--- src/hdl/gdpa_pkg.sv ---
package gdpa_pkg;

    localparam int NUM_PATHS_DEF = 8;
    localparam int MAX_PATHS     = 8;
    localparam int SF_BASE       = 7;
    localparam int SF_COUNT      = 6;
    localparam int SENS_W        = 11;
    localparam int MAP_W         = 24;
    localparam int CH_W          = 3;
    localparam int TAG_W         = 8;
    localparam int CNT_W         = 4;
    localparam int CFG_IDX_W     = 3;

    typedef logic signed [SENS_W-1:0] sens_t;

    localparam sens_t SENS_RESET [SF_COUNT] = '{
        sens_t'(-520), sens_t'(-530), sens_t'(-540),
        sens_t'(-550), sens_t'(-560), sens_t'(-570)
    };

    typedef enum logic [CFG_IDX_W-1:0] {
        REG_SENS_SF7  = 3'd0,
        REG_SENS_SF8  = 3'd1,
        REG_SENS_SF9  = 3'd2,
        REG_SENS_SF10 = 3'd3,
        REG_SENS_SF11 = 3'd4,
        REG_SENS_SF12 = 3'd5,
        REG_MAP       = 3'd6
    } reg_idx_t;

    typedef enum logic [1:0] {
        FN_RX_START  = 2'd0,
        FN_RX_END    = 2'd1,
        FN_TX_START  = 2'd2,
        FN_TX_FINISH = 2'd3
    } func_t;

    typedef enum logic [3:0] {
        ST_LOCKED      = 4'd0,
        ST_DROP_TX     = 4'd1,
        ST_DROP_SENS   = 4'd2,
        ST_DROP_NOPATH = 4'd3,
        ST_OK          = 4'd4,
        ST_INTERFERED  = 4'd5,
        ST_INTERRUPTED = 4'd6,
        ST_TX_STARTED  = 4'd7,
        ST_TX_FINISHED = 4'd8
    } status_t;

    typedef struct packed {
        logic load;
        logic step;
        logic hit;
        logic intr;
        logic fin;
    } dp_cmd_t;

    typedef struct packed {
        logic skip;
        logic match;
        logic is_tx;
        logic last_idx;
        logic out_free;
    } dp_status_t;

endpackage

--- src/hdl/gdpa_ctrl.sv ---
module gdpa_ctrl
    import gdpa_pkg::*;
(
    input  logic       clk,
    input  logic       rst_n,
    input  logic       in_valid,
    output logic       in_ready,
    input  dp_status_t st,
    output dp_cmd_t    cmd
);

    typedef enum logic [1:0] {
        S_IDLE,
        S_SCAN,
        S_FINAL
    } state_t;

    state_t state_reg;
    state_t state_next;

    assign in_ready = (state_reg == S_IDLE);

    always_comb
    begin
        state_next = state_reg;
        cmd        = '0;
        unique case (state_reg)
            S_IDLE:
            begin
                if (in_valid)
                begin
                    cmd.load   = 1'b1;
                    state_next = S_SCAN;
                end
            end
            S_SCAN:
            begin
                priority if (st.skip)
                begin
                    state_next = S_FINAL;
                end
                else if (st.match && !st.is_tx)
                begin
                    cmd.hit    = 1'b1;
                    state_next = S_FINAL;
                end
                else if (st.match)
                begin
                    if (st.out_free)
                    begin
                        cmd.intr = 1'b1;
                        if (st.last_idx)
                            state_next = S_FINAL;
                        else
                            cmd.step = 1'b1;
                    end
                end
                else
                begin
                    if (st.last_idx)
                        state_next = S_FINAL;
                    else
                        cmd.step = 1'b1;
                end
            end
            S_FINAL:
            begin
                if (st.out_free)
                begin
                    cmd.fin    = 1'b1;
                    state_next = S_IDLE;
                end
            end
            default:
            begin
                state_next = S_IDLE;
            end
        endcase
    end

    always_ff @(posedge clk or negedge rst_n)
    begin
        if (!rst_n)
            state_reg <= S_IDLE;
        else
            state_reg <= state_next;
    end

endmodule

--- src/hdl/gdpa_dp.sv ---
module gdpa_dp
    import gdpa_pkg::*;
#(
    parameter int NUM_PATHS = NUM_PATHS_DEF
)
(
    input  logic                  clk,
    input  logic                  rst_n,
    input  logic                  cfg_we,
    input  logic [CFG_IDX_W-1:0]  cfg_index,
    input  logic [MAP_W-1:0]      cfg_wdata,
    input  logic [1:0]            func,
    input  logic [CH_W-1:0]       channel,
    input  logic [3:0]            spread_factor,
    input  logic signed [SENS_W-1:0] rx_power_qdbm,
    input  logic [TAG_W-1:0]      packet_tag,
    input  logic [3:0]            destroyed_by,
    input  dp_cmd_t               cmd,
    output dp_status_t            st,
    output logic                  out_valid,
    input  logic                  out_ready,
    output logic [3:0]            status,
    output logic [2:0]            path_index,
    output logic                  path_found,
    output logic [TAG_W-1:0]      result_tag,
    output logic [3:0]            interferer,
    output logic [CNT_W-1:0]      busy_count,
    output logic                  last
);

    localparam int IW = (NUM_PATHS > 1) ? $clog2(NUM_PATHS) : 1;

    sens_t                 sens_reg [SF_COUNT];
    logic [MAP_W-1:0]      map_reg;
    logic [NUM_PATHS-1:0]  busy_reg;
    logic [TAG_W-1:0]      tag_mem_reg [NUM_PATHS];
    logic                  tx_reg;
    logic [CNT_W-1:0]      cnt_reg;

    func_t                 func_reg;
    logic [CH_W-1:0]       chan_reg;
    logic [3:0]            sf_reg;
    sens_t                 pwr_reg;
    logic [TAG_W-1:0]      tag_reg;
    logic [3:0]            verdict_reg;

    logic [IW-1:0]         idx_reg;
    logic [IW-1:0]         hit_reg;
    logic                  found_reg;

    logic                  out_valid_reg;
    logic [3:0]            status_reg;
    logic [2:0]            path_index_reg;
    logic                  path_found_reg;
    logic [TAG_W-1:0]      result_tag_reg;
    logic [3:0]            interferer_reg;
    logic [CNT_W-1:0]      busy_count_reg;
    logic                  last_reg;

    logic [MAP_W-1:0]      map_sh;
    logic [CH_W-1:0]       ch_at;
    logic                  match;
    logic                  sf_ok;
    logic [2:0]            sf_sel;
    sens_t                 thr;
    logic                  sens_ok;
    logic                  emit;
    logic [CNT_W-1:0]      cnt_inc;
    logic [CNT_W-1:0]      cnt_dec;

    assign map_sh = map_reg >> (5'(idx_reg) * 5'd3);
    assign ch_at  = map_sh[CH_W-1:0];

    always_comb
    begin
        unique case (func_reg)
            FN_RX_START:  match = !busy_reg[idx_reg] && (ch_at == chan_reg);
            FN_RX_END:    match = busy_reg[idx_reg] && (tag_mem_reg[idx_reg] == tag_reg);
            FN_TX_START:  match = busy_reg[idx_reg];
            default:      match = 1'b0;
        endcase
    end

    assign sf_ok   = (sf_reg >= 4'(SF_BASE)) && (sf_reg < 4'(SF_BASE + SF_COUNT));
    assign sf_sel  = sf_ok ? 3'(sf_reg - 4'(SF_BASE)) : 3'd0;
    assign thr     = sens_reg[sf_sel];
    assign sens_ok = sf_ok && (pwr_reg >= thr);

    assign cnt_inc = (cnt_reg == '1) ? cnt_reg : cnt_reg + 1'b1;
    assign cnt_dec = (cnt_reg == '0) ? cnt_reg : cnt_reg - 1'b1;

    assign st.skip     = (func_reg == FN_TX_FINISH) || ((func_reg == FN_RX_START) && tx_reg);
    assign st.match    = match;
    assign st.is_tx    = (func_reg == FN_TX_START);
    assign st.last_idx = (idx_reg == IW'(NUM_PATHS - 1));
    assign st.out_free = !out_valid_reg || out_ready;

    assign emit = cmd.intr || cmd.fin;

    // config and path state
    always_ff @(posedge clk or negedge rst_n)
    begin
        if (!rst_n)
        begin
            for (int i = 0; i < SF_COUNT; i++)
                sens_reg[i] <= SENS_RESET[i];
            map_reg   <= '0;
            busy_reg  <= '0;
            tx_reg    <= 1'b0;
            cnt_reg   <= '0;
            idx_reg   <= '0;
            hit_reg   <= '0;
            found_reg <= 1'b0;
            out_valid_reg <= 1'b0;
        end
        else
        begin
            if (cfg_we)
            begin
                for (int i = 0; i < SF_COUNT; i++)
                    if (cfg_index == CFG_IDX_W'(i))
                        sens_reg[i] <= cfg_wdata[SENS_W-1:0];
                if (cfg_index == REG_MAP)
                    map_reg <= cfg_wdata;
            end

            if (cmd.load)
            begin
                idx_reg   <= '0;
                found_reg <= 1'b0;
            end
            else if (cmd.step)
                idx_reg <= idx_reg + 1'b1;

            if (cmd.hit)
            begin
                hit_reg   <= idx_reg;
                found_reg <= 1'b1;
            end

            if (cmd.intr)
            begin
                busy_reg[idx_reg] <= 1'b0;
                cnt_reg           <= cnt_dec;
            end

            if (cmd.fin)
            begin
                unique case (func_reg)
                    FN_RX_START:
                    begin
                        if (!tx_reg && found_reg && sens_ok)
                        begin
                            busy_reg[hit_reg] <= 1'b1;
                            cnt_reg           <= cnt_inc;
                        end
                    end
                    FN_RX_END:
                    begin
                        if (found_reg)
                        begin
                            busy_reg[hit_reg] <= 1'b0;
                            cnt_reg           <= cnt_dec;
                        end
                    end
                    FN_TX_START:  tx_reg <= 1'b1;
                    FN_TX_FINISH: tx_reg <= 1'b0;
                    default:      tx_reg <= tx_reg;
                endcase
            end

            out_valid_reg <= emit || (out_valid_reg && !out_ready);
        end
    end

    // input beat, tags and result payload
    always_ff @(posedge clk)
    begin
        if (cmd.load)
        begin
            func_reg    <= func_t'(func);
            chan_reg    <= channel;
            sf_reg      <= spread_factor;
            pwr_reg     <= rx_power_qdbm;
            tag_reg     <= packet_tag;
            verdict_reg <= destroyed_by;
        end

        if (cmd.fin && (func_reg == FN_RX_START) && !tx_reg && found_reg && sens_ok)
            tag_mem_reg[hit_reg] <= tag_reg;

        if (cmd.intr)
        begin
            status_reg     <= ST_INTERRUPTED;
            path_index_reg <= 3'(idx_reg);
            path_found_reg <= 1'b1;
            result_tag_reg <= tag_mem_reg[idx_reg];
            interferer_reg <= '0;
            busy_count_reg <= '0;
            last_reg       <= 1'b0;
        end
        else if (cmd.fin)
        begin
            path_index_reg <= '0;
            path_found_reg <= 1'b0;
            result_tag_reg <= tag_reg;
            interferer_reg <= '0;
            busy_count_reg <= cnt_reg;
            last_reg       <= 1'b1;
            unique case (func_reg)
                FN_RX_START:
                begin
                    priority if (tx_reg)
                        status_reg <= ST_DROP_TX;
                    else if (!found_reg)
                        status_reg <= ST_DROP_NOPATH;
                    else if (!sens_ok)
                        status_reg <= ST_DROP_SENS;
                    else
                    begin
                        status_reg     <= ST_LOCKED;
                        path_index_reg <= 3'(hit_reg);
                        path_found_reg <= 1'b1;
                        busy_count_reg <= cnt_inc;
                    end
                end
                FN_RX_END:
                begin
                    status_reg     <= (verdict_reg != '0) ? ST_INTERFERED : ST_OK;
                    interferer_reg <= verdict_reg;
                    if (found_reg)
                    begin
                        path_index_reg <= 3'(hit_reg);
                        path_found_reg <= 1'b1;
                        busy_count_reg <= cnt_dec;
                    end
                end
                FN_TX_START:
                begin
                    status_reg     <= ST_TX_STARTED;
                    result_tag_reg <= '0;
                end
                default:
                begin
                    status_reg     <= ST_TX_FINISHED;
                    result_tag_reg <= '0;
                end
            endcase
        end
    end

    assign out_valid  = out_valid_reg;
    assign status     = status_reg;
    assign path_index = path_index_reg;
    assign path_found = path_found_reg;
    assign result_tag = result_tag_reg;
    assign interferer = interferer_reg;
    assign busy_count = busy_count_reg;
    assign last       = last_reg;

endmodule

--- src/hdl/gateway_demod_path_allocator_top.sv ---
// The input beat is registered in the idle state; the scan, which some items skip, checks
// one path per cycle but holds on a busy path at transmit start until the output is free.
// Transmit start emits one beat per busy path during the scan, then a closing beat.
// A new item is accepted only in the idle state, after the previous item's closing beat.
// Reset (rst_n, async, active low): all paths free, not transmitting, registers at defaults.
module gateway_demod_path_allocator_top
    import gdpa_pkg::*;
#(
    parameter int NUM_PATHS = NUM_PATHS_DEF
)
(
    input  logic                     clk,
    input  logic                     rst_n,
    input  logic                     cfg_we,
    input  logic [CFG_IDX_W-1:0]     cfg_index,
    input  logic [MAP_W-1:0]         cfg_wdata,
    input  logic                     in_valid,
    output logic                     in_ready,
    input  logic [1:0]               func,
    input  logic [CH_W-1:0]          channel,
    input  logic [3:0]               spread_factor,
    input  logic signed [SENS_W-1:0] rx_power_qdbm,
    input  logic [TAG_W-1:0]         packet_tag,
    input  logic [3:0]               destroyed_by,
    output logic                     out_valid,
    input  logic                     out_ready,
    output logic [3:0]               status,
    output logic [2:0]               path_index,
    output logic                     path_found,
    output logic [TAG_W-1:0]         result_tag,
    output logic [3:0]               interferer,
    output logic [CNT_W-1:0]         busy_count,
    output logic                     last
);

    dp_cmd_t    cmd;
    dp_status_t st;

    gdpa_ctrl u_ctrl (
        .clk      (clk),
        .rst_n    (rst_n),
        .in_valid (in_valid),
        .in_ready (in_ready),
        .st       (st),
        .cmd      (cmd)
    );

    gdpa_dp #(
        .NUM_PATHS (NUM_PATHS)
    ) u_dp (
        .clk           (clk),
        .rst_n         (rst_n),
        .cfg_we        (cfg_we),
        .cfg_index     (cfg_index),
        .cfg_wdata     (cfg_wdata),
        .func          (func),
        .channel       (channel),
        .spread_factor (spread_factor),
        .rx_power_qdbm (rx_power_qdbm),
        .packet_tag    (packet_tag),
        .destroyed_by  (destroyed_by),
        .cmd           (cmd),
        .st            (st),
        .out_valid     (out_valid),
        .out_ready     (out_ready),
        .status        (status),
        .path_index    (path_index),
        .path_found    (path_found),
        .result_tag    (result_tag),
        .interferer    (interferer),
        .busy_count    (busy_count),
        .last          (last)
    );

endmodule

--- config.mk ---
export PLATFORM = sky130hd
export DESIGN_NAME = gateway_demod_path_allocator_top
export DESIGN_NICKNAME = d
export VERILOG_FILES = /design/src/hdl/gdpa_pkg.sv /design/src/hdl/gdpa_ctrl.sv /design/src/hdl/gdpa_dp.sv /design/src/hdl/gateway_demod_path_allocator_top.sv
export SDC_FILE = /design/constraint.sdc
export NUM_CORES = 1
export LEC_CHECK = 0
export BUFFER_PORTS_ARGS = -buffer_cell sky130_fd_sc_hd__buf_2
export CAP_MARGIN = 20
export CORE_AREA = 2 2 139 141
export CTS_CLUSTER_DIAMETER = 30
export DETAILED_ROUTE_END_ITERATION = 10
export DIE_AREA = 0 0 141 143
export PLACE_DENSITY_LB_ADDON = 0.1
export SYNTH_ARGS = -nofsm -noshare
export SYNTH_HDL_FRONTEND = slang
export SYNTH_HIERARCHICAL = 1
export SYNTH_SLANG_ARGS = --single-unit
--- constraint.sdc ---
create_clock -name clk -period 6.5 [get_ports clk]
set_clock_uncertainty 0.1 [all_clocks]
set_input_delay 1.3 -clock clk [delete_from_list [all_inputs] [get_ports clk]]
set_output_delay 1.3 -clock clk [all_outputs]
set_load 0.01 [all_outputs]
### Word-level counts from Yosys, hierarchy flattened

Memory sizes are Yosys's and may differ from the RTL's.
Index checks and enable logic that the tools add are counted.

* register bits: 170
* memory bits (writable): 64
* output and inout port bits: 27
* logic and storage cells: 187
* memories kept: 1

Memories
* u_dp.tag_mem_reg: depth 8, bits a word 8, rd ports 1, clocked after memory_dff 0, wr ports 1, line gdpa_dp.sv:36 `logic [TAG_W-1:0] tag_mem_reg [NUM_PATHS];`

* add/sub/neg operators: 4
* multiply operators: 1
* magnitude comparators: 8
* eq/ne operators: 18
* shift-type cells: 1
* mux-type cells: 77
* bitwise operators: 6
* reductions and logical operators: 43

Operators with widths (count)
* 8-bit two-way mux: 7
* 4-bit two-way mux: 13
* 11-bit binary-select mux with 3-bit select: 1
* 3-bit two-way mux: 11
* 24-bit by 5-bit right shift with 3-bit output: 1
* 1-bit two-way mux: 23
* 11-bit two-way mux: 2
* 8-bit AND: 2
* 2-bit two-way mux: 8
* 8-bit inverter: 2
* 4-bit one-hot mux with 2 select lines: 2
* 8-bit one-hot mux with 2 select lines: 1
* 2-bit AND reduction: 8
* 1-bit logical AND: 15
* 3-bit == test, second input constant: 4
* 4-bit one-hot mux with 3 select lines: 1
* 11-bit >= comparator: 1
* 8-bit == test: 1
* 3-bit by 4-bit < comparator with 1-bit output, second input constant: 2
* 8-bit OR: 1
* 2-bit nonzero test: 4
* 1-bit demux with 3-bit select: 2
* 2-bit == test, second input constant: 3
* 3-bit by 2-bit == test with 1-bit output, second input constant: 2
* other kinds (29): 41

### Longest topological paths before layout

Gate-level depths: netlist of run 1.

* word-level depth: 15
* mapped depth: 20

### Cells and area by module

Netlist of run 1, hierarchy kept.

By module, submodules not included
* gdpa_dp: times used 1, cells each 846, area an instance 10784.1 um^2, sequential area each 6319.8 um^2
* gdpa_ctrl: times used 1, cells each 18, area an instance 175.2 um^2, sequential area each 50.0 um^2

### Least setup slack after synthesis of run 1

Ideal clock, no wire load.

* path type: flip-flop to flip-flop
* from: register u_dp.sf_reg[0]
* to: memory u_dp.tag_mem_reg[6][0], enable pin
* library setup time: 0.395 ns
* arrival time: 3.712 ns
* data required time: 6.005 ns
* slack: 2.293 ns
* stages on the path, launching flop included: 17
* path buffers: 1
* cells stage by stage: edfxtp_1 > inv_1 > ha_1 > inv_1 > a31oi_2 > and2_0 > clkbuf_1 > nand2_1 > a31oi_1 > a22oi_1 > ha_1 > a21oi_1 > o211ai_1 > o2111ai_2 > nor2_4 > nand2_4 > nor4_1

* word-level cells in the longest chain between the ends: 12
* elaborated cells between the ends (all ways): 14

RTL lines
* start: declaration: line gdpa_dp.sv:42 `logic [3:0] sf_reg;`
* start signal: assignment: line gdpa_dp.sv:183 `sf_reg <= spread_factor;`
* 4-bit by 3-bit >= comparator with 1-bit output / 4-bit < comparator (equally long branches): line gdpa_dp.sv:84 `assign sf_ok = (sf_reg >= 4'(SF_BASE)) && (sf_reg < 4'(SF_BASE + SF_COUNT));`
* 1-bit logical AND: line gdpa_dp.sv:84
* 3-bit two-way mux: line gdpa_dp.sv:85 `assign sf_sel = sf_ok ? 3'(sf_reg - 4'(SF_BASE)) : 3'd0;`
* 3-bit inverter with 4-bit output (not written as such): line gdpa_dp.sv:86 `assign thr = sens_reg[sf_sel];`
* 11-bit binary-select mux with 3-bit select: line gdpa_dp.sv:86
* 11-bit two-way mux (not written as such) (2 in a row): line gdpa_dp.sv:86
* 11-bit >= comparator: line gdpa_dp.sv:87 `assign sens_ok = sf_ok && (pwr_reg >= thr);`
* 1-bit logical AND (*): line gdpa_dp.sv:87
* 1-bit logical AND (*): line gdpa_dp.sv:189 `if (cmd.fin && (func_reg == FN_RX_START) && !tx_reg && found_reg && sens_ok)`
* 1-bit two-way mux (*): line gdpa_dp.sv:189
* 1-bit two-way mux (not written as such) (*): line gdpa_dp.sv:190 `tag_mem_reg[hit_reg] <= tag_reg;`
* end: declaration: line gdpa_dp.sv:36

Every way passes the cells marked *; elsewhere a longest branch is shown, timed or not. The select of a mux whose other input is x is not followed.

### Final worst setup path of run 1

* from: register u_dp.sf_reg[0]
* to: memory u_dp.tag_mem_reg[5][7], enable pin

Same word-level chain as after synthesis.

==> results of run 1 <==
==> layout make-up <==
type / instances / area, um^2
clock buffer: 55 / 1240
timing repair buffer: 103 / 554
sequential: 234 / 6370
fill: 1269 / 5390
clock inverter: 28 / 414
inverter: 21 / 78.8
multi-input combinational: 560 / 4240
tap: 234 / 293
==> worst max-delay path: stages, from the launching register on <==
cell	delay, ns
edfxtp_1	0.82
inv_1	0.24
ha_1	0.28
inv_1	0.07
a31oi_2	0.14
nand2_1	0.63
nand2_1	0.11
a31oi_1	0.23
a22oi_1	0.14
ha_1	0.35
a21oi_1	0.07
o211ai_1	0.24
o2111ai_2	0.21
nor2_4	0.24
nand2_4	0.11
or3_1	0.55
nor2_1	0.65
==> stage by stage <==
stage               cells  total power [mW]  instance area (um^2)
floorplan             864              3.10                 11000
global placement     1151              3.44                 11500
detailed placement   1151              3.49                 11500
CTS                  1234              5.98                 13200
global route         1235              6.24                 13200
finish               1235              5.97                 13200
==> power by group <==
group	switching, mW	internal [mW]
sequential	0.261	1.88
clock	0.764	1.71
combinational	0.742	0.603
==> worst paths after layout <==
path | cells after the start | slack [ns] | from | endpoint
min in group asynchronous | 1 | 0.76 | rst_n | u_dp/idx_reg[0]
worst max register to register | 16 | 0.94 | u_dp/sf_reg[0] | u_dp/tag_mem_reg[5][7]
max in group asynchronous | 2 | 4.36 | rst_n | u_dp/sens_reg[56]
worst max-delay path | 16 | 0.94 | u_dp/sf_reg[0] | u_dp/tag_mem_reg[5][7]
worst min-delay path | 2 | 0.38 | u_dp/interferer[2] | u_dp/interferer[2]
worst min register to register | 2 | 0.38 | u_dp/interferer[2] | u_dp/interferer[2]
==> kinds of logic (layout without fill, tap and decap cells) <==
group                      after synthesis  after routing  share of synthesized area, %
DFF                                    234            234                          58.1
muxes                                  148            148                          15.4
AOI/OAI and AO/OA                      162            162                          9.97
adders and majority gates               21             21                          2.40
buffers and inverters                   70            207                          3.19
and+or+nand+nor                        217            217                          9.94
xor gates and xnor gates                12             12                         0.959
==> routing by layer <==
metal / vias up / part of all wire [%]
li1: 3406 / -
met1: 3734 / 42
met2: 289 / 49
met3: 52 / 6.6
met4: 0 / 2.3
met5: - / 0
==> placed cells by master, fill, tap and decap left out, types with 12 or more instances in the layout <==
cell and n:
nor2b_1 13, ha_1 21, dfstp_2 39, a31oi_1 16
inv_1 20, mux2_2 107, mux2i_1 35, nand2b_1 15
a22oi_1 15, edfxtp_1 107, o221ai_1 12, nand3_1 17
nand2_1 91, clkbuf_16 47, nor2_1 30, buf_4 13
a211oi_1 15, dfrtp_1 73, dfxtp_1 14, buf_2 89
a21oi_1 28, o21ai_0 31
==> summary.md, run 1 <==
| Metric | Value |
|---|---|
| Status | `completed` |
| PwrDens | `452 nW/um^2` |
| Number of global-route vias before repair | `7,698` |
| Slew @ Worst Pin | `0.856 ns` |
| Core footprint | `18,600 um^2` |
| Crit path capture type | `flip-flop` |
| Critical Path Fanout Max | `22` |
| Final nets | `1,051` |
| FF+latch count, synth | `234` |
| WL/cell | `21.3 um` |
| Achievable Freq | `0.180 GHz` |
| H-tree depth | `2` |
| Main flop type after synthesis | `edfxtp_1` |
| Antenna Cells | `0` |
| Worst EP required | `6.55 ns` |
| Setup Buffers After CTS | `0` |
| Clock latency on the worst-skew pair | `0.52 ns` |
| Largest net degree at the start of global routing | `65` |
| RSZ-0062 raised after global routing | `no` |
| Final Hold Viols | `0` |
| CTS max path bufs | `3` |
| Setup violators final | `0` |
| Register area share after synthesis | `58.1%` |
| Crit path setup slack, layout | `0.936 ns` |
| Met2 usage in global routing | `43.7%` |
| Fin crit share | `85.6%` |
| Commonest cells post-synth | `107 x edfxtp_1, 107 x mux2_2, 91 x nand2_1` |
| Clock sinks | `234` |
| Average size of a mapped cell | `12.7 um^2` |
| FFs w/ async S/R, synth | `48.3%` |
| GR peak layer | `met2` |
| Crit path time final | `5.56 ns` |
| CTS root buf | `clkbuf_16` |
| CTS clk-pin slew, worst paths | `0.05 ns` |
| Total of max-cap violations | `0` |
| Setup Total Neg Slack | `0 ns` |
| CTS tree | `yes` |
| Hold buffer count at CTS | `0` |
| Via density | `6.06` |
| Dpl ws | `0.745 ns` |
| Synth cell types | `74` |
| Static leakage power | `5.28 nW` |
| Die W | `141 um` |
| CP arrival | `5.61 ns` |
| Syn nets | `949` |
| Maximum vdd drop | `284 uV` |
| Full die area | `20,200 um^2` |
| Setup crit start kind | `flip-flop` |
| Post-CTS Resized | `0` |
| Final slew viol count | `0` |
| Largest cells by area after synthesis | `edfxtp_1 29%, dfrtp_1 17%, mux2_2 11%` |
| TritonCTS Buffers | `46` |
| Met3 Use GR | `5.50%` |
| Type of the most critical hold path | `reg -> reg` |
| Yosys top cell area share | `29.3%` |
| Row Count | `50` |
| Synth area leader | `edfxtp_1` |
| Die Height | `143 um` |
| I/O pin cnt | `91` |
| Post-layout util | `71.0%` |
| Worst hold slack | `0.375 ns` |
| Gr usage total | `26.8%` |
| Vias post-DR | `7,481` |
| Number of synthesized flops with an enable pin | `107` |
| Met1 Use GR | `36.6%` |
| Detail Placement HPWL | `17.4 mm` |
| Drt drc | `0` |
| Max reg flops | `66` |
| Post-Route WL | `26.3 mm` |
| Post-Synthesis Cells | `864` |
| First-pass GRT wire length | `41.9 mm` |
| Initial antenna violation count | `0` |
| Share of layout cells above drive strength 1 | `35.7%` |
| Slew headroom | `43.0%` |
| GPL Wtd Cong | `0.894` |
| Starting density of the core | `59.0%` |
| DR iter-0 viols | `631` |
| Mapped Area | `11,000 um^2` |
| Ys Warns | `6` |
| Total gr overflow | `0` |
| PortBufs | `90` |
| Critical path class | `reg -> reg` |
| Routed Antenna Nets | `0` |
| P&R area growth vs syn | `20.4%` |
| Detailed Routing Iterations Pass 1 | `5` |
No activity file was read; power rests on OpenSTA's default activity.
==> run 2: changes to the inputs <==
- PLACE_DENSITY: unset -> 0.79
- PLACE_DENSITY_LB_ADDON: 0.1 -> unset
- clock period: 6.5 -> 6.1 ns (I/O delays scaled with it)
==> run 2 against run 1 <==
Critical path depth is the same. Design area fell by 0.78%. Worst setup slack worse by 0.42 ns. Combinational power is 8% higher. Fmax down 0.30%. Die area unchanged. Critical path type unchanged. Largest cell class unchanged.
==> summary.md, run 2 (synthesis results as in run 1) <==
| Metric | Value |
|---|---|
| Status | `completed` |
| I/O pin cnt | `91 (unchanged)` |
| Final nets | `1,053 (+0.19%)` |
| Setup violators final | `0 (unchanged)` |
| Critical path class | `reg -> reg` |
| Multi-input gate area | `4240 um^2 (unchanged)` |
| Crit path capture type | `flip-flop` |
| Clock latency on the worst-skew pair | `0.53 ns (about the same)` |
| Total of max-cap violations | `0 (unchanged)` |
| Routed Antenna Nets | `0 (unchanged)` |
| R2R Setup Slk | `0.52 ns (-0.42 ns)` |
| Number of global-route vias before repair | `7,656 (-0.55%)` |
| Core footprint | `18,600 um^2 (unchanged)` |
| Post-CTS Resized | `0 (unchanged)` |
| R2R Path Start | `u_dp/sf_reg[0]` |
| P&R area growth vs syn | `19.4%` |
| Clock power frac | `39.5% (-2.0 points)` |
| Slew headroom | `38.1% (-4.8 points)` |
| Static leakage power | `5.25 nW (-0.58%)` |
| Hold buffer count at CTS | `0 (unchanged)` |
| Critical Path Fanout Max | `22 (unchanged)` |
| Die Height | `143 um (unchanged)` |
| Vias post-DR | `7,515 (+0.45%)` |
| Post-route cell area | `13,100 um^2 (-0.78%)` |
| Gate power share | `23.5% (+1.0 points)` |
| Maximum vdd drop | `302 uV (+6.3%)` |
| FF-to-FF path depth | `16 (unchanged)` |
| Max reg flops | `66 (unchanged)` |
| Type of the most critical hold path | `reg -> reg` |
| FILL cells | `1,258 (-0.87%)` |
| Die W | `141 um (unchanged)` |
| CTS max path bufs | `3 (unchanged)` |
| CTS clk-pin slew, worst paths | `0.05 ns (about the same)` |
| Detailed Routing Iterations Pass 1 | `7 (+2)` |
| Crit path time final | `5.58 ns (+0.0166 ns)` |
| Worst r2r dst | `u_dp/tag_mem_reg[1][2]` |
| H-tree depth | `2 (unchanged)` |
| Detail Placement HPWL | `16.9 mm (-3.1%)` |
| Pwr Total | `6.15 mW (+3.1%)` |
| Part of the power in registers | `37.0% (+1.0 points)` |
| Clock sinks | `234 (unchanged)` |
| Starting density of the core | `59.0% (unchanged)` |
| Fin crit share | `91.5% (+5.9 points)` |
| CP arrival | `5.62 ns (about the same)` |
| Register Area | `6370 um^2 (unchanged)` |
| GPL Wtd Cong | `0.901 (+0.73%)` |
| Sw frac | `30.9% (+1.2 points)` |
| Achievable Freq | `0.179 GHz (-0.30%)` |
| Hold path start | `u_dp/interferer[2]` |
| TritonCTS Buffers | `45 (-2.2%)` |
| Initial antenna violation count | `0 (unchanged)` |
| First-pass GRT wire length | `41.3 mm (-1.5%)` |
| RSZ-0062 raised after global routing | `no` |
| Row Count | `50 (unchanged)` |
| WHS Path Cells | `2 (unchanged)` |
| Setup crit start kind | `flip-flop` |
| Worst EP required | `6.14 ns (-0.41 ns)` |
| CTS tree | `yes` |
| Hold-critical path endpoint | `u_dp/interferer[2]` |
| CTS root buf | `clkbuf_16` |
| WL/cell | `21.1 um (-0.98%)` |
| Slew @ Worst Pin | `0.925 ns (+0.0690 ns)` |
| PortBufs | `90 (unchanged)` |
| NetSw | `1.90 mW (+7.4%)` |
| Final slew viol count | `0 (unchanged)` |
| Post-layout util | `70.4% (-0.55 points)` |
| Total gr overflow | `0 (unchanged)` |
| Antenna Cells | `0 (unchanged)` |
| Post-Route WL | `26.2 mm (-0.66%)` |
| Final Hold Viols | `0 (unchanged)` |
| Internal power | `4.25 mW (+1.3%)` |
| Largest net degree at the start of global routing | `70 (+7.7%)` |
| Setup Buffers After CTS | `0 (unchanged)` |
| Commonest cells after routing, fill and taps aside | `107 x mux2_2, 107 x edfxtp_1, 91 x nand2_1, 89 x buf_2, 73 x dfrtp_1` |
| DP Area | `11,600 um^2 (+0.26%)` |
| Via density | `6.07 (+0.13%)` |
| PwrDens | `470 nW/um^2 (+3.9%)` |
| Share of layout cells above drive strength 1 | `36.2% (+0.55 points)` |
| Full die area | `20,200 um^2 (unchanged)` |
| DR iter-0 viols | `584 (-7.4%)` |
| Setup Total Neg Slack | `0 ns (unchanged)` |
| Drt drc | `0 (unchanged)` |
| Gr usage total | `26.4% (-0.47 points)` |
-- run 2: cell count changes in the layout (fill, tap and decap cells not counted), sizes merged --
| cell | delta |
|---|---|
| clkbuf | -2 |
| inv | +7 |
| bufinv | -5 |
| clkinv | +1 |
| buf | +3 |
-- run 2: metrics by stage --
| stage | hold WS [ns] | cells | worst slack [ns] |
|---|---|---|---|
| floorplan | 0.371 | 864 | 1.89 |
| global placement | 0.353 | 1155 | 0.843 |
| detailed placement | 0.357 | 1155 | 0.686 |
| CTS | 0.366 | 1239 | 0.583 |
| global route | 0.382 | 1239 | 0.227 |
| finish | 0.364 | 1239 | 0.519 |
-- run 2: metal layers --
layer  vias up  share of wire [%]  track usage [%]
met4         0                2.9             11.4
met5         -                  0                0
li1       3424                  -                -
met2       301                 48             42.7
met3        57                6.8             5.97
met1      3733                 42             34.5
-- run 2: power by group through the flow --
stage	clock (mW)	combinational (mW)	sequential, mW
after floorplan	0	1.12	2.18
after global placement	0	1.38	2.28
after detailed placement	0	1.41	2.29
after CTS	2.46	1.44	2.27
after global routing	2.54	1.58	2.31
final	2.43	1.45	2.28
-- run 2: how the worst max path moves through the flow --
stage,slack (ns),to,startpoint,cells after the start
2_1_floorplan,1.89,u_dp/tag_mem_reg[6][0],u_dp/sf_reg[0],16
3_3_place_gp,0.84,u_dp/tag_mem_reg[0][7],u_dp/sf_reg[0],17
3_5_place_dp,0.69,u_dp/tag_mem_reg[1][7],u_dp/sf_reg[0],16
4_1_cts,0.58,u_dp/tag_mem_reg[1][2],u_dp/sf_reg[0],16
5_1_grt,0.23,u_dp/tag_mem_reg[1][2],u_dp/sf_reg[0],16
6_report,0.52,u_dp/tag_mem_reg[1][2],u_dp/sf_reg[0],16
-- run 2: final cells by class --
class                           instances  share of cell area, %
Tap cell                              234                   2.24
Inverter                               21                  0.602
Sequential cell                       234                   48.7
Clock buffer                           53                   9.24
Multi-Input combinational cell        560                   32.4
Clock inverter                         31                   2.45
Timing Repair Buffer                  106                   4.38
-- run 2: worst max-delay path, cell delays in order, from the launching register on --
cell       delay (ns)
edfxtp_1         0.35
buf_4            0.22
inv_1            0.15
ha_1             0.19
inv_1            0.07
a31oi_2          0.28
nand2_1          0.55
a211oi_1         0.48
a31oi_1          0.11
a22oi_1          0.40
ha_1             0.32
o211ai_1         0.13
o2111ai_2        0.20
nor2_4           0.23
nand2_4          0.11
or3_1            0.52
nor2_1           0.76
